<file path="src/rtl/dra_pkg.sv">
// ----------------------------------------------------------------------------
// dra_pkg: shared types and constants of the dirty rectangle accumulator
// Item kinds, register indexes, box state and screen dimension clamp.
// ----------------------------------------------------------------------------
package dra_pkg;

  // Largest usable screen dimension is 2**DIM_BITS pixels
  localparam int DIM_BITS  = 14;
  localparam int DIM_LIMIT = 1 << DIM_BITS;

  localparam int COORD_W = 15;   // box coordinates and screen registers
  localparam int IN_W    = 16;   // signed rect fields
  localparam int KIND_W  = 2;
  localparam int CFG_IDX_W  = 2;
  localparam int CFG_DATA_W = 15;

  localparam int IN_TDATA_W  = 4 * IN_W;                          // 64
  localparam int OUT_DATA_W  = 4 * COORD_W;                       // 60
  localparam int OUT_TDATA_W = ((OUT_DATA_W + 7) / 8) * 8;        // 64

  typedef enum logic [KIND_W-1:0] {
    KIND_RECT  = 2'd0,
    KIND_FULL  = 2'd1,
    KIND_CLEAR = 2'd2
  } kind_t;

  typedef enum logic [CFG_IDX_W-1:0] {
    REG_DISPLAY_READY = 2'd0,
    REG_SCREEN_WIDTH  = 2'd1,
    REG_SCREEN_HEIGHT = 2'd2
  } cfg_reg_t;

  typedef logic [COORD_W-1:0] coord_t;

  typedef struct packed {
    logic   dirty;
    logic   whole;
    coord_t left;
    coord_t top;
    coord_t right;
    coord_t bottom;
  } box_t;

  typedef struct packed {
    logic   ready;
    coord_t width;
    coord_t height;
  } screen_t;

  // Saturate a screen dimension to 2**DIM_BITS
  function automatic coord_t eff_dim(input coord_t dim);
    logic [COORD_W+1:0] lim;
    lim = (COORD_W+2)'(DIM_LIMIT);
    if ({2'b00, dim} > lim) begin
      eff_dim = lim[COORD_W-1:0];
    end else begin
      eff_dim = dim;
    end
  endfunction

endpackage

</file>
<file path="src/rtl/dirty_rect_accumulator_core.sv">
// ----------------------------------------------------------------------------
// dirty_rect_accumulator_core: dirty region bounding box tracker
// Path: input register, then box update and result register. Throughput:
//   one beat per cycle while out_tready does not hold the result slot; the
//   combinational box update between the input register and the box state
//   register closes the loop that sets this rate.
// Reset: synchronous active-low rst_n clears box, config registers and valids.
// ----------------------------------------------------------------------------
module dirty_rect_accumulator_core (
  input  logic                             clk,
  input  logic                             rst_n,

  // Configuration write port
  input  logic                             cfg_wr_en,
  input  logic [dra_pkg::CFG_IDX_W-1:0]    cfg_index,
  input  logic [dra_pkg::CFG_DATA_W-1:0]   cfg_wdata,

  // Input stream
  input  logic                             in_tvalid,
  output logic                             in_tready,
  // tdata, low bit up: rect_x[15:0], rect_y[31:16], rect_width[47:32],
  //   rect_height[63:48]
  input  logic [dra_pkg::IN_TDATA_W-1:0]   in_tdata,
  // tuser: kind[1:0]
  input  logic [dra_pkg::KIND_W-1:0]       in_tuser,

  // Result stream
  output logic                             out_tvalid,
  input  logic                             out_tready,
  // tdata, low bit up: damage_x[14:0], damage_y[29:15], damage_width[44:30],
  //   damage_height[59:45], zero pad[63:60]
  output logic [dra_pkg::OUT_TDATA_W-1:0]  out_tdata,
  // tuser, low bit up: damage_any[0], damage_full[1]
  output logic [1:0]                       out_tuser
);
  import dra_pkg::*;

  // Configuration registers
  screen_t scr_r;

  // Input register stage
  logic                  s1_vld_r;
  logic [KIND_W-1:0]     s1_kind_r;
  logic [IN_TDATA_W-1:0] s1_data_r;

  // Box state and result register
  box_t   box_r, box_nxt;
  logic   out_vld_r;
  logic   any_r, any_nxt;
  logic   full_r, full_nxt;
  coord_t dx_r, dy_r, dw_r, dh_r;
  coord_t dx_nxt, dy_nxt, dw_nxt, dh_nxt;

  logic   advance;

  // Move the held beat into the result register whenever that slot frees up
  assign advance   = s1_vld_r && (!out_vld_r || out_tready);
  assign in_tready = !s1_vld_r || advance;

  always_ff @(posedge clk) begin
    if (!rst_n) begin
      scr_r <= '0;
    end else if (cfg_wr_en) begin
      unique case (cfg_reg_t'(cfg_index))
        REG_DISPLAY_READY: scr_r.ready  <= cfg_wdata[0];
        REG_SCREEN_WIDTH:  scr_r.width  <= cfg_wdata[COORD_W-1:0];
        REG_SCREEN_HEIGHT: scr_r.height <= cfg_wdata[COORD_W-1:0];
        default:           scr_r        <= scr_r;   // unmapped index, drop
      endcase
    end
  end

  // Input register: hold while the downstream slot is busy
  always_ff @(posedge clk) begin
    if (!rst_n) begin
      s1_vld_r <= 1'b0;
    end else if (in_tready) begin
      s1_vld_r <= in_tvalid;
    end
  end

  always_ff @(posedge clk) begin
    if (in_tvalid && in_tready) begin
      s1_kind_r <= in_tuser;
      s1_data_r <= in_tdata;
    end
  end

  dra_step u_step (
    .scr         (scr_r),
    .kind        (s1_kind_r),
    .rect_x      (s1_data_r[IN_W-1:0]),
    .rect_y      (s1_data_r[2*IN_W-1:IN_W]),
    .rect_width  (s1_data_r[3*IN_W-1:2*IN_W]),
    .rect_height (s1_data_r[4*IN_W-1:3*IN_W]),
    .box_cur     (box_r),
    .box_nxt     (box_nxt)
  );

  // Report the box as it stands after this item; zeros when none is valid
  always_comb begin
    any_nxt  = scr_r.ready && box_nxt.dirty;
    full_nxt = 1'b0;
    dx_nxt   = '0;
    dy_nxt   = '0;
    dw_nxt   = '0;
    dh_nxt   = '0;
    if (any_nxt) begin
      full_nxt = box_nxt.whole;
      dx_nxt   = box_nxt.left;
      dy_nxt   = box_nxt.top;
      dw_nxt   = (box_nxt.right > box_nxt.left) ? box_nxt.right - box_nxt.left : '0;
      dh_nxt   = (box_nxt.bottom > box_nxt.top) ? box_nxt.bottom - box_nxt.top : '0;
    end
  end

  // Advance the box state only when the item moves into the result slot
  always_ff @(posedge clk) begin
    if (!rst_n) begin
      box_r     <= '0;
      out_vld_r <= 1'b0;
    end else begin
      if (advance) begin
        box_r <= box_nxt;
      end
      if (advance) begin
        out_vld_r <= 1'b1;
      end else if (out_tready) begin
        out_vld_r <= 1'b0;
      end
    end
  end

  always_ff @(posedge clk) begin
    if (advance) begin
      any_r  <= any_nxt;
      full_r <= full_nxt;
      dx_r   <= dx_nxt;
      dy_r   <= dy_nxt;
      dw_r   <= dw_nxt;
      dh_r   <= dh_nxt;
    end
  end

  assign out_tvalid = out_vld_r;
  assign out_tuser  = {full_r, any_r};
  assign out_tdata  = {{(OUT_TDATA_W-OUT_DATA_W){1'b0}}, dh_r, dw_r, dy_r, dx_r};

endmodule

</file>
<file path="src/rtl/dra_step.sv">
// ----------------------------------------------------------------------------
// dra_step: box update for one item
// Clips a rect to the screen and unions it into the box, or applies a
// full or clear item. Pure combinational.
// ----------------------------------------------------------------------------
module dra_step (
  input  dra_pkg::screen_t            scr,
  input  logic [dra_pkg::KIND_W-1:0]  kind,
  input  logic [dra_pkg::IN_W-1:0]    rect_x,
  input  logic [dra_pkg::IN_W-1:0]    rect_y,
  input  logic [dra_pkg::IN_W-1:0]    rect_width,
  input  logic [dra_pkg::IN_W-1:0]    rect_height,
  input  dra_pkg::box_t               box_cur,
  output dra_pkg::box_t               box_nxt
);
  import dra_pkg::*;

  localparam int SW = IN_W + 2;   // room for origin plus size and sign

  coord_t          sw, sh;
  logic signed [SW-1:0] x0, y0, x1, y1, sw_s, sh_s;
  logic signed [SW-1:0] cx0, cy0, cx1, cy1;
  logic            drop;
  coord_t          nx0, ny0, nx1, ny1;
  box_t            box_add;

  assign sw   = eff_dim(scr.width);
  assign sh   = eff_dim(scr.height);
  assign sw_s = $signed({{(SW-COORD_W){1'b0}}, sw});
  assign sh_s = $signed({{(SW-COORD_W){1'b0}}, sh});

  assign x0 = $signed({{(SW-IN_W){rect_x[IN_W-1]}}, rect_x});
  assign y0 = $signed({{(SW-IN_W){rect_y[IN_W-1]}}, rect_y});
  assign x1 = x0 + $signed({{(SW-IN_W){rect_width[IN_W-1]}}, rect_width});
  assign y1 = y0 + $signed({{(SW-IN_W){rect_height[IN_W-1]}}, rect_height});

  // Clip to the screen
  assign cx0 = (x0 < 0)    ? '0   : x0;
  assign cy0 = (y0 < 0)    ? '0   : y0;
  assign cx1 = (x1 > sw_s) ? sw_s : x1;
  assign cy1 = (y1 > sh_s) ? sh_s : y1;

  // Drop non-positive sizes, rects off screen and empty clip results
  assign drop = rect_width[IN_W-1]  || (rect_width  == '0) ||
                rect_height[IN_W-1] || (rect_height == '0) ||
                (x1 <= 0) || (y1 <= 0) || (x0 >= sw_s) || (y0 >= sh_s) ||
                (cx1 <= cx0) || (cy1 <= cy0);

  assign nx0 = cx0[COORD_W-1:0];
  assign ny0 = cy0[COORD_W-1:0];
  assign nx1 = cx1[COORD_W-1:0];
  assign ny1 = cy1[COORD_W-1:0];

  always_comb begin
    box_add = box_cur;
    if (drop) begin
      box_add = box_cur;
    end else if (!box_cur.dirty) begin
      box_add.dirty  = 1'b1;
      box_add.whole  = 1'b0;
      box_add.left   = nx0;
      box_add.top    = ny0;
      box_add.right  = nx1;
      box_add.bottom = ny1;
    end else if (!box_cur.whole) begin
      box_add.left   = (nx0 < box_cur.left)   ? nx0 : box_cur.left;
      box_add.top    = (ny0 < box_cur.top)    ? ny0 : box_cur.top;
      box_add.right  = (nx1 > box_cur.right)  ? nx1 : box_cur.right;
      box_add.bottom = (ny1 > box_cur.bottom) ? ny1 : box_cur.bottom;
    end
  end

  always_comb begin
    box_nxt = box_cur;
    unique case (kind_t'(kind))
      KIND_RECT: begin
        if (scr.ready) begin
          box_nxt = box_add;
        end
      end
      KIND_FULL: begin
        if (scr.ready) begin
          box_nxt.dirty  = 1'b1;
          box_nxt.whole  = 1'b1;
          box_nxt.left   = '0;
          box_nxt.top    = '0;
          box_nxt.right  = sw;
          box_nxt.bottom = sh;
        end
      end
      KIND_CLEAR: begin
        box_nxt = '0;
      end
      default: begin
        box_nxt = box_cur;
      end
    endcase
  end

endmodule

</file>
<file path="config.mk">
export PLATFORM = sky130hd
export DESIGN_NAME = dirty_rect_accumulator_core
export DESIGN_NICKNAME = d
export VERILOG_FILES = /design/src/rtl/dra_pkg.sv /design/src/rtl/dirty_rect_accumulator_core.sv /design/src/rtl/dra_step.sv
export SDC_FILE = /design/constraint.sdc
export NUM_CORES = 1
export LEC_CHECK = 0
export BUFFER_PORTS_ARGS = -buffer_cell sky130_fd_sc_hd__buf_4
export CORE_ASPECT_RATIO = 0.75
export CORE_MARGIN = 10
export CORE_UTILIZATION = 56
export CTS_CLUSTER_DIAMETER = 50
export DETAILED_ROUTE_END_ITERATION = 16
export PLACE_DENSITY = 0.76
export SLEW_MARGIN = 5
export SYNTH_ARGS = -nofsm -noshare
export SYNTH_HDL_FRONTEND = slang
export SYNTH_SLANG_ARGS = --single-unit
</file>
<file path="constraint.sdc">
create_clock -name clk -period 10.66 [get_ports clk]
set_input_delay 1.066 -clock clk [delete_from_list [all_inputs] [get_ports clk]]
set_output_delay 1.066 -clock clk [all_outputs]
set_load 0.1 [all_outputs]
</file>
==> results of run 1 <==
sequential cells by signal, summed over array words and instances, names as in the netlist:
signal and flops:
dh_r 15, scr_r 31, dy_r 15, s1_kind_r 2, dw_r 15, out_tvalid 1, dx_r 15, s1_vld_r 1
any_r 1, full_r 1, box_r 62, s1_data_r 64
kinds of logic (layout without fill, tap and decap cells):
kind of cell	count (synthesis)	count (layout)	synth area share (%)
AND/OR/NAND/NOR	587	587	17.3
AO/OA/AOI/OAI	554	554	22.6
buffers and inverters	234	372	5.76
flip-flops	223	223	34.0
adder cells (fa/ha/maj)	212	212	15.9
multiplexers	45	45	2.75
XOR/XNOR	32	32	1.66
other	1	4	0.0222
repair_timing:
| action | 4_1_cts | 5_1_grt |
|---|---|---|
| hold endpoints to repair | 0 | 0 |
| setup buffers | 0 | 4 |
| gates resized for setup | 0 | 16 |
| setup endpoints to repair | 0 | 30 |
cells in the final DEF (no fill, tap or decap), drive strengths merged, types with 6 or more instances in the layout:
| master | netlist | routed |
|---|---|---|
| o21a | 27 | 27 |
| edfxtp | 128 | 128 |
| a211oi | 18 | 18 |
| nand2 | 200 | 200 |
| nor3 | 34 | 34 |
| mux2i | 34 | 34 |
| nand4 | 36 | 36 |
| a22o | 34 | 34 |
| inv | 153 | 157 |
| o22ai | 19 | 19 |
| nor2b | 49 | 49 |
| nor4 | 21 | 21 |
| xnor2 | 13 | 13 |
| mux2 | 11 | 11 |
| a21boi | 39 | 39 |
| dfxtp | 95 | 95 |
| a221o | 11 | 11 |
| a31oi | 6 | 6 |
| a22oi | 21 | 21 |
| or3 | 9 | 9 |
| o21ai | 102 | 102 |
| o211ai | 13 | 13 |
| and3 | 12 | 12 |
| o21ba | 11 | 11 |
| a21o | 77 | 77 |
| nand3 | 29 | 29 |
| or2 | 8 | 8 |
| ha | 208 | 208 |
| clkbuf | 53 | 32 |
| clkinv | 1 | 13 |
| buf | 27 | 169 |
| nand2b | 44 | 44 |
| a311oi | 7 | 7 |
| a21oi | 112 | 112 |
| nor2 | 120 | 120 |
| xor2 | 19 | 19 |
power groups by stage:
stage | Clock [mW] | Combinational [mW] | Sequential [mW]
5_1_grt | 0.929 | 0.891 | 0.974
4_1_cts | 0.889 | 0.787 | 0.970
3_5_place_dp | 0 | 0.782 | 0.989
2_1_floorplan | 0 | 0.527 | 1.03
6_report | 0.879 | 0.815 | 0.971
3_3_place_gp | 0 | 0.764 | 0.988
worst paths after layout:
path	start	to	slack, ns	cells past startpoint
max reg2reg	s1_data_r[0]	dw_r[2]	0.80	46
max	s1_data_r[0]	dw_r[2]	0.80	46
min	box_r[42]	box_r[42]	0.49	2
min reg2reg	box_r[42]	box_r[42]	0.49	2
critical path, delay by kind of cell, from the launching register on:
family | cells | cell delay (ns)
XOR/XNOR | 1 | 0.22
buffers and inverters | 5 | 0.66
flip-flops | 1 | 0.41
AO/OA/AOI/OAI | 22 | 4.77
AND/OR/NAND/NOR | 13 | 2.07
adder cells (fa/ha/maj) | 5 | 1.50
routing by layer:
| metal | part of all wire (%) | global-route usage, % |
|---|---|---|
| met5 | 0 | 0 |
| met4 | 1.5 | 4.78 |
| met3 | 9.6 | 4.57 |
| met2 | 41 | 36.1 |
| met1 | 48 | 38.6 |
layout make-up:
cell class              count  area, sq um
repair buffers            169         1280
flip-flops and latches    223         5750
fillers                  2432        10200
clock inverters            17          143
multi-input cells        1434        10300
clock buffers              32          694
well taps                 392          490
inverters                 154          579
per-stage QoR:
stage | hold slack, ns | power, mW | instance area (sq um) | worst slack [ns] | instances
finish | 0.493 | 2.67 | 19200 | 0.796 | 2421
global route | 0.514 | 2.79 | 19200 | 0.0373 | 2421
CTS | 0.489 | 2.65 | 19100 | 0.369 | 2417
detailed placement | 0.480 | 1.77 | 18200 | 0.429 | 2368
global placement | 0.472 | 1.75 | 18200 | 0.769 | 2368
floorplan | 0.452 | 1.56 | 16900 | 1.90 | 1891
==> key figures, run 1 <==
Outcome
  • Status: completed

Place
  • Global placement routability congestion: 0.951
  • DPL Wire Length: 38.4 mm
  • Buffers added on ports: 151

CTS
  • Register clock-pin slew on the reported worst setup and hold paths: 0.06 ns
  • Clock sink count: ~220
  • Root Buffer Master: sky130_fd_sc_hd__clkbuf_16
  • Clock latency on the worst-skew pair: 0.57 ns
  • Number of H-tree levels: 1
  • CTS tree: built
  • Clock buffer depth: 3
  • Total CTS buffers: 27
  • Number of buffers inserted for hold repair after clock tree synthesis: 0

Job
  • Max cap viols: 0

Route
  • Routed via count divided by cell count: 6.16
  • First drt pass iteration count: 6
  • Via count: 14900
  • Post-route ant nets: 0
  • Total DRC errors in the routed layout: 0
  • Final Routed Wirelength: 49.3 mm
  • Detailed router's first-iteration violation count: 1698
  • Drt wl/cell: 20.4 um

Timing
  • Final hold violation count: 0
  • Final period demand of the worst path: 9.86 ns
  • Maximum operating frequency: 0.101 GHz
  • Setup-violating endpoint count in the final report: 0
  • Slew at the pin closest to its max-slew limit: 1.04 ns
  • Worst slew margin: around 30%
  • Clock Skew: 0.0223 ns
  • RSZ-0062 raised after global routing: no
  • Share of the clock period used by the worst path: approximately 90%
  • Aggregate negative setup slack: 0 ns
  • Number of max-slew violations in the final report: 0

Finish
  • Fraction of final layout cells with drive strength greater than 1: 13.5%
  • Area added between synthesis and finish: 13.6%
  • Final design utilization: 65.3%
  • Nets@finish: 2309
  • N_diodes: 0

Power and ir drop
  • Switching power: 0.912 mW
  • Power share of the clock group: between 30% and 40%
  • Power density relative to cell area: 139 nW/um^2
  • Relative contribution of combinational cells to total power: 30.6%
  • Switching fraction of total power: 34.2%
  • Max rail drop VDD: 123 uV
  • Cell Int Power: 1.75 mW
  • Static leakage: 8.20 nW
  • Sequential fraction of design power: 36.4%

Global route
  • Wire length of the first global-routing pass: 76.4 mm
  • Via count of the first global-routing pass: 14100
  • Largest net degree at the start of global routing: 91
  • GRT Resource Usage Total: roughly 25%
  • Number of antenna violations at the first check in global routing: 0
  • Congestion Overflow GR: 0

Setup path
  • Critical path's slowest cell: sky130_fd_sc_hd__edfxtp_1
  • Most used cell, CP: sky130_fd_sc_hd__o21ai_0
  • Arrival time worst endpoint: approximately 10 ns
  • Launching element type of the critical path: flop
  • Slowest stage delay, CP: 0.41 ns
  • Crit Path Max Fanout: 16
  • Start-to-end type of the worst setup path: reg -> reg
  • Kind of capture point of the worst setup path: flop
  • WP data required: 10.97 ns

Die
  • Starting utilization of the core area: 57.5%
  • Overall die width: 221 um
  • Area of the core: 29400 sq um
  • Rows: 54
  • I/O pin total: between 150 and 200
  • Die Outline Area: 37600 sq um
  • Vertical die dimension: around 170 um

Synthesis
  • Register bit total from synthesis: about 220
  • Share of async-settable or async-resettable flops after synthesis: 0%
  • Most instantiated cells after synthesis: 208 x sky130_fd_sc_hd__ha_1, 199 x sky130_fd_sc_hd__nand2_1, 153 x sky130_fd_sc_hd__inv_1, 128 x sky130_fd_sc_hd__edfxtp_1, 119 x sky130_fd_sc_hd__nor2_1
  • Synth Cell Area: between 15000 and 20000 sq um
  • Dominant register cell in the synthesized netlist: sky130_fd_sc_hd__edfxtp_1
  • Number of distinct standard cells referenced by the synthesized netlist: 91
  • Number of enable flip-flop cells after synthesis: 128
  • Dominant cell type by area after synthesis: sky130_fd_sc_hd__edfxtp_1
  • Dominant cell by count in the synthesized netlist: sky130_fd_sc_hd__ha_1
  • Count of mapped cells out of synthesis: roughly 1900
  • Avg Synthesized Cell Area: 8.95 sq um
  • Register area share after synthesis: 34.0%
  • Area contributors post-synth: sky130_fd_sc_hd__edfxtp_1 23%, sky130_fd_sc_hd__ha_1 15%, sky130_fd_sc_hd__dfxtp_1 11%
  • Area share of the leading cell type in the synthesized netlist: between 20% and 30%
  • Count of synthesis-stage warnings from yosys: 0

Hold path
  • Worst min-delay path class: reg -> reg
Power figures use the tool's default switching activity.
==> inputs of run 2 (changes only) <==
Settings changed: BUFFER_PORTS_ARGS -buffer_cell sky130_fd_sc_hd__buf_4 to unset, DONT_BUFFER_PORTS set to 1, PLACE_DENSITY 0.76 to 0.71.
==> run 2 against run 1 <==
Effect of this change:
- die area is the same
- register-to-register slack lost 0.08 ns
- critical path depth unchanged
- hold slack worse by 0.010 ns
- clock skew decreased by 0.0050 ns
- combinational power shrank 13%
- cell area down 5.8%
- core utilization is 3.8 points lower
- total power decreased by 0.72%
- first-iteration DRC count fell by 14%
- wire length decreased by 1.0%
- count of clock-buffer cells in the layout rose by 1
- critical endpoint is now dw_r[12]
- highest routed layer unchanged
==> key figures, run 2 (synthesized netlist as in run 1, its figures left out) <==
Finish
  • N_diodes: 0 (unchanged)
  • Largest register FFs: 64 (unchanged)
  • Layout Cells excl Fill: 2274 (-6.1%)
  • Number of filler cells placed in the layout: 2564 (+5.4%)
  • Area added between synthesis and finish: 7.08%
  • Commonest cells after routing, fill and taps aside: 208 x sky130_fd_sc_hd__ha_1, 199 x sky130_fd_sc_hd__nand2_1, 152 x sky130_fd_sc_hd__inv_1
  • Fraction of final layout cells with drive strength greater than 1: 6.70% (-6.8 points)
  • Nets@finish: 2159 (-6.5%)
  • Area occupied by registers: 5750 sq um (unchanged)
  • Largest registers: s1_data_r: 64 flops, box_r: 62 flops, scr_r: 31 flops
  • Most frequent standard cell in the layout excluding fill and tap cells: sky130_fd_sc_hd__ha_1
  • Top reg by flops: s1_data_r
  • Area of the multi-input gates: 10200 sq um (-0.12%)

Route
  • Routed via count divided by cell count: 6.27 (+1.7%)
  • Drt wl/cell: 21.5 um (+5.4%)
  • Total DRC errors in the routed layout: 0 (unchanged)
  • Post-route ant nets: 0 (unchanged)
  • Via count: 14300 (-4.5%)
  • Detailed router's first-iteration violation count: 1452 (-14%)
  • First drt pass iteration count: 6 (unchanged)
  • Final Routed Wirelength: 48.8 mm (-1.0%)

Die
  • Starting utilization of the core area: 57.5% (unchanged)
  • Die Outline Area: 37600 sq um (unchanged)
  • Area of the core: 29400 sq um (unchanged)
  • I/O pin total: 156 (unchanged)
  • Vertical die dimension: 170 um (unchanged)
  • Overall die width: 221 um (unchanged)
  • Rows: 54 (unchanged)

Place
  • Buffers added on ports: 0 (-100%)
  • Pre-CTS WS: 0.565 ns (+0.136 ns)
  • DPL Wire Length: 38.2 mm (-0.44%)
  • Placed instance count: 2217 (-6.4%)
  • Global placement routability congestion: 0.985 (+3.6%)

CTS
  • Number of buffers inserted for hold repair after clock tree synthesis: 0 (unchanged)
  • Total CTS buffers: 29 (+7.4%)
  • Clock sink count: 223 (unchanged)
  • Root Buffer Master: sky130_fd_sc_hd__clkbuf_16
  • Clock latency on the worst-skew pair: 0.57 ns (about the same)
  • Number of H-tree levels: 1 (unchanged)
  • CTS tree: built
  • Clock buffer depth: 3 (unchanged)
  • Register clock-pin slew on the reported worst setup and hold paths: 0.06 ns (about the same)

Setup path
  • Crit Path Max Fanout: 16 (unchanged)
  • Slowest stage delay, CP: 0.43 ns (+0.02 ns)
  • Critical path's slowest cell: sky130_fd_sc_hd__edfxtp_1
  • Start-to-end type of the worst setup path: reg -> reg
  • Buffers and inverters on the worst path: 5 (unchanged)
  • Worst r2r path cells: 46 (unchanged)
  • WP data required: 10.98 ns (about the same)
  • Number of stages on the worst setup path: 46 (unchanged)
  • Launching element type of the critical path: flop
  • CP delay by family, top: compound AO/OA/AOI/OAI gates
  • Kind of capture point of the worst setup path: flop
  • Endpoint of the worst-slack reg-to-reg timing path: dw_r[12]
  • Start of the worst register-to-register path: s1_data_r[0]
  • Arrival time worst endpoint: 10.26 ns (+0.09 ns)
  • Worst setup slack for register-to-register paths: 0.72 ns (-0.08 ns)

Power and ir drop
  • Power density relative to cell area: 146 nW/um^2 (+5.4%)
  • Max rail drop VDD: 151 uV (+22%)
  • Static leakage: 7.48 nW (-8.7%)

Global route
  • GRT Resource Usage Total: 25.1% (-0.17 points)
  • Wire length of the first global-routing pass: 74.8 mm (-2.2%)
  • Number of antenna violations at the first check in global routing: 1 (+1)
  • Largest net degree at the start of global routing: 77 (-15%)
  • Congestion Overflow GR: 0 (unchanged)
  • Via count of the first global-routing pass: 13200 (-6.6%)

Timing
  • Slew at the pin closest to its max-slew limit: 1.00 ns (-0.0397 ns)
  • Clock Skew: 0.0173 ns (-0.00496 ns)
  • Final hold violation count: 0 (unchanged)
  • Aggregate negative setup slack: 0 ns (unchanged)
  • Maximum operating frequency: 0.101 GHz (-0.76%)
  • Smallest setup slack after layout: 0.720 ns (-0.0757 ns)
  • Final period demand of the worst path: 9.94 ns (+0.0757 ns)
  • Worst slew margin: 33.3% (+2.6 points)
  • Share of the clock period used by the worst path: 93.2% (+0.71 points)
  • RSZ-0062 raised after global routing: no
  • Number of max-slew violations in the final report: 0 (unchanged)
  • Setup-violating endpoint count in the final report: 0 (unchanged)

Outcome
  • Status: completed

Hold path
  • Hold Crit Depth: 2 (unchanged)
  • End point of the most critical hold path: scr_r[16]
  • Worst min-delay path class: reg -> reg
  • Worst hold start: scr_r[16]

Job
  • Max cap viols: 0 (unchanged)
## run 2: cell count changes in the layout (fill, tap and decap cells not counted), sizes merged
cell | before | now
clkbuf | 32 | 33
clkinvlp | 0 | 2
bufinv | 1 | 0
inv | 157 | 160
buf | 169 | 17
## run 2: worst max-delay path by stage
stage,startpoint,endpoint,slack (ns)
3_5_place_dp,s1_data_r[0],dw_r[2],0.57
3_3_place_gp,s1_data_r[0],dw_r[2],0.74
6_report,s1_data_r[0],dw_r[12],0.72
4_1_cts,s1_data_r[0],dw_r[2],0.52
5_1_grt,s1_data_r[0],dw_r[12],0.04
2_1_floorplan,s1_data_r[0],dw_r[10],1.90
## run 2: what timing repair did
action,in CTS,in global routing
endpoints found under the setup margin,0,29
resized for setup,0,16
setup buffers,0,3
## run 2: layout make-up
| type | instances | area share (%) |
|---|---|---|
| Sequential cell | 223 | 31.8 |
| Inverter | 154 | 3.20 |
| Clock inverter | 21 | 0.789 |
| Timing Repair Buffer | 17 | 0.775 |
| Tap cell | 392 | 2.71 |
| Multi-Input combinational cell | 1434 | 56.7 |
| Clock buffer | 33 | 4.10 |
## run 2: where the power goes
group / internal (mW) / switching, mW
combinational: 0.283 / 0.421
clock: 0.507 / 0.402
sequential: 0.944 / 0.0889
total: 1.73 / 0.912
## run 2: metrics by stage
| stage | util, % | total power [mW] | hold WS [ns] | area (sq um) |
|---|---|---|---|---|
| 2_1_floorplan | - | 1.56 | 0.452 | 16900 |
| 3_3_place_gp | 58.2 | 1.71 | 0.469 | 17100 |
| 3_5_place_dp | 58.2 | 1.73 | 0.474 | 17100 |
| 4_1_cts | 61.2 | 2.63 | 0.483 | 18000 |
| 5_1_grt | 61.5 | 2.77 | 0.503 | 18100 |
| 6_report | 61.5 | 2.65 | 0.483 | 18100 |
## run 2: metal layers
| metal | vias to the layer above | share of wire, % | track usage [%] |
|---|---|---|---|
| li1 | 6876 | - | - |
| met2 | 555 | 40 | 34.9 |
| met4 | 0 | 1.5 | 4.10 |
| met1 | 6770 | 49 | 38.3 |
| met5 | - | 0 | 0 |
| met3 | 55 | 9.7 | 6.17 |
## run 2: worst reg2reg max path, delay by kind of cell (launching register included)
family                     cells  cell delay (ns)
xor gates and xnor gates       1             0.30
and+or+nand+nor               13             2.15
buffers and inverters          5             0.82
AOI/OAI and AO/OA             21             4.09
DFF                            1             0.43
muxes                          1             0.42
adders and majority gates      5             1.50
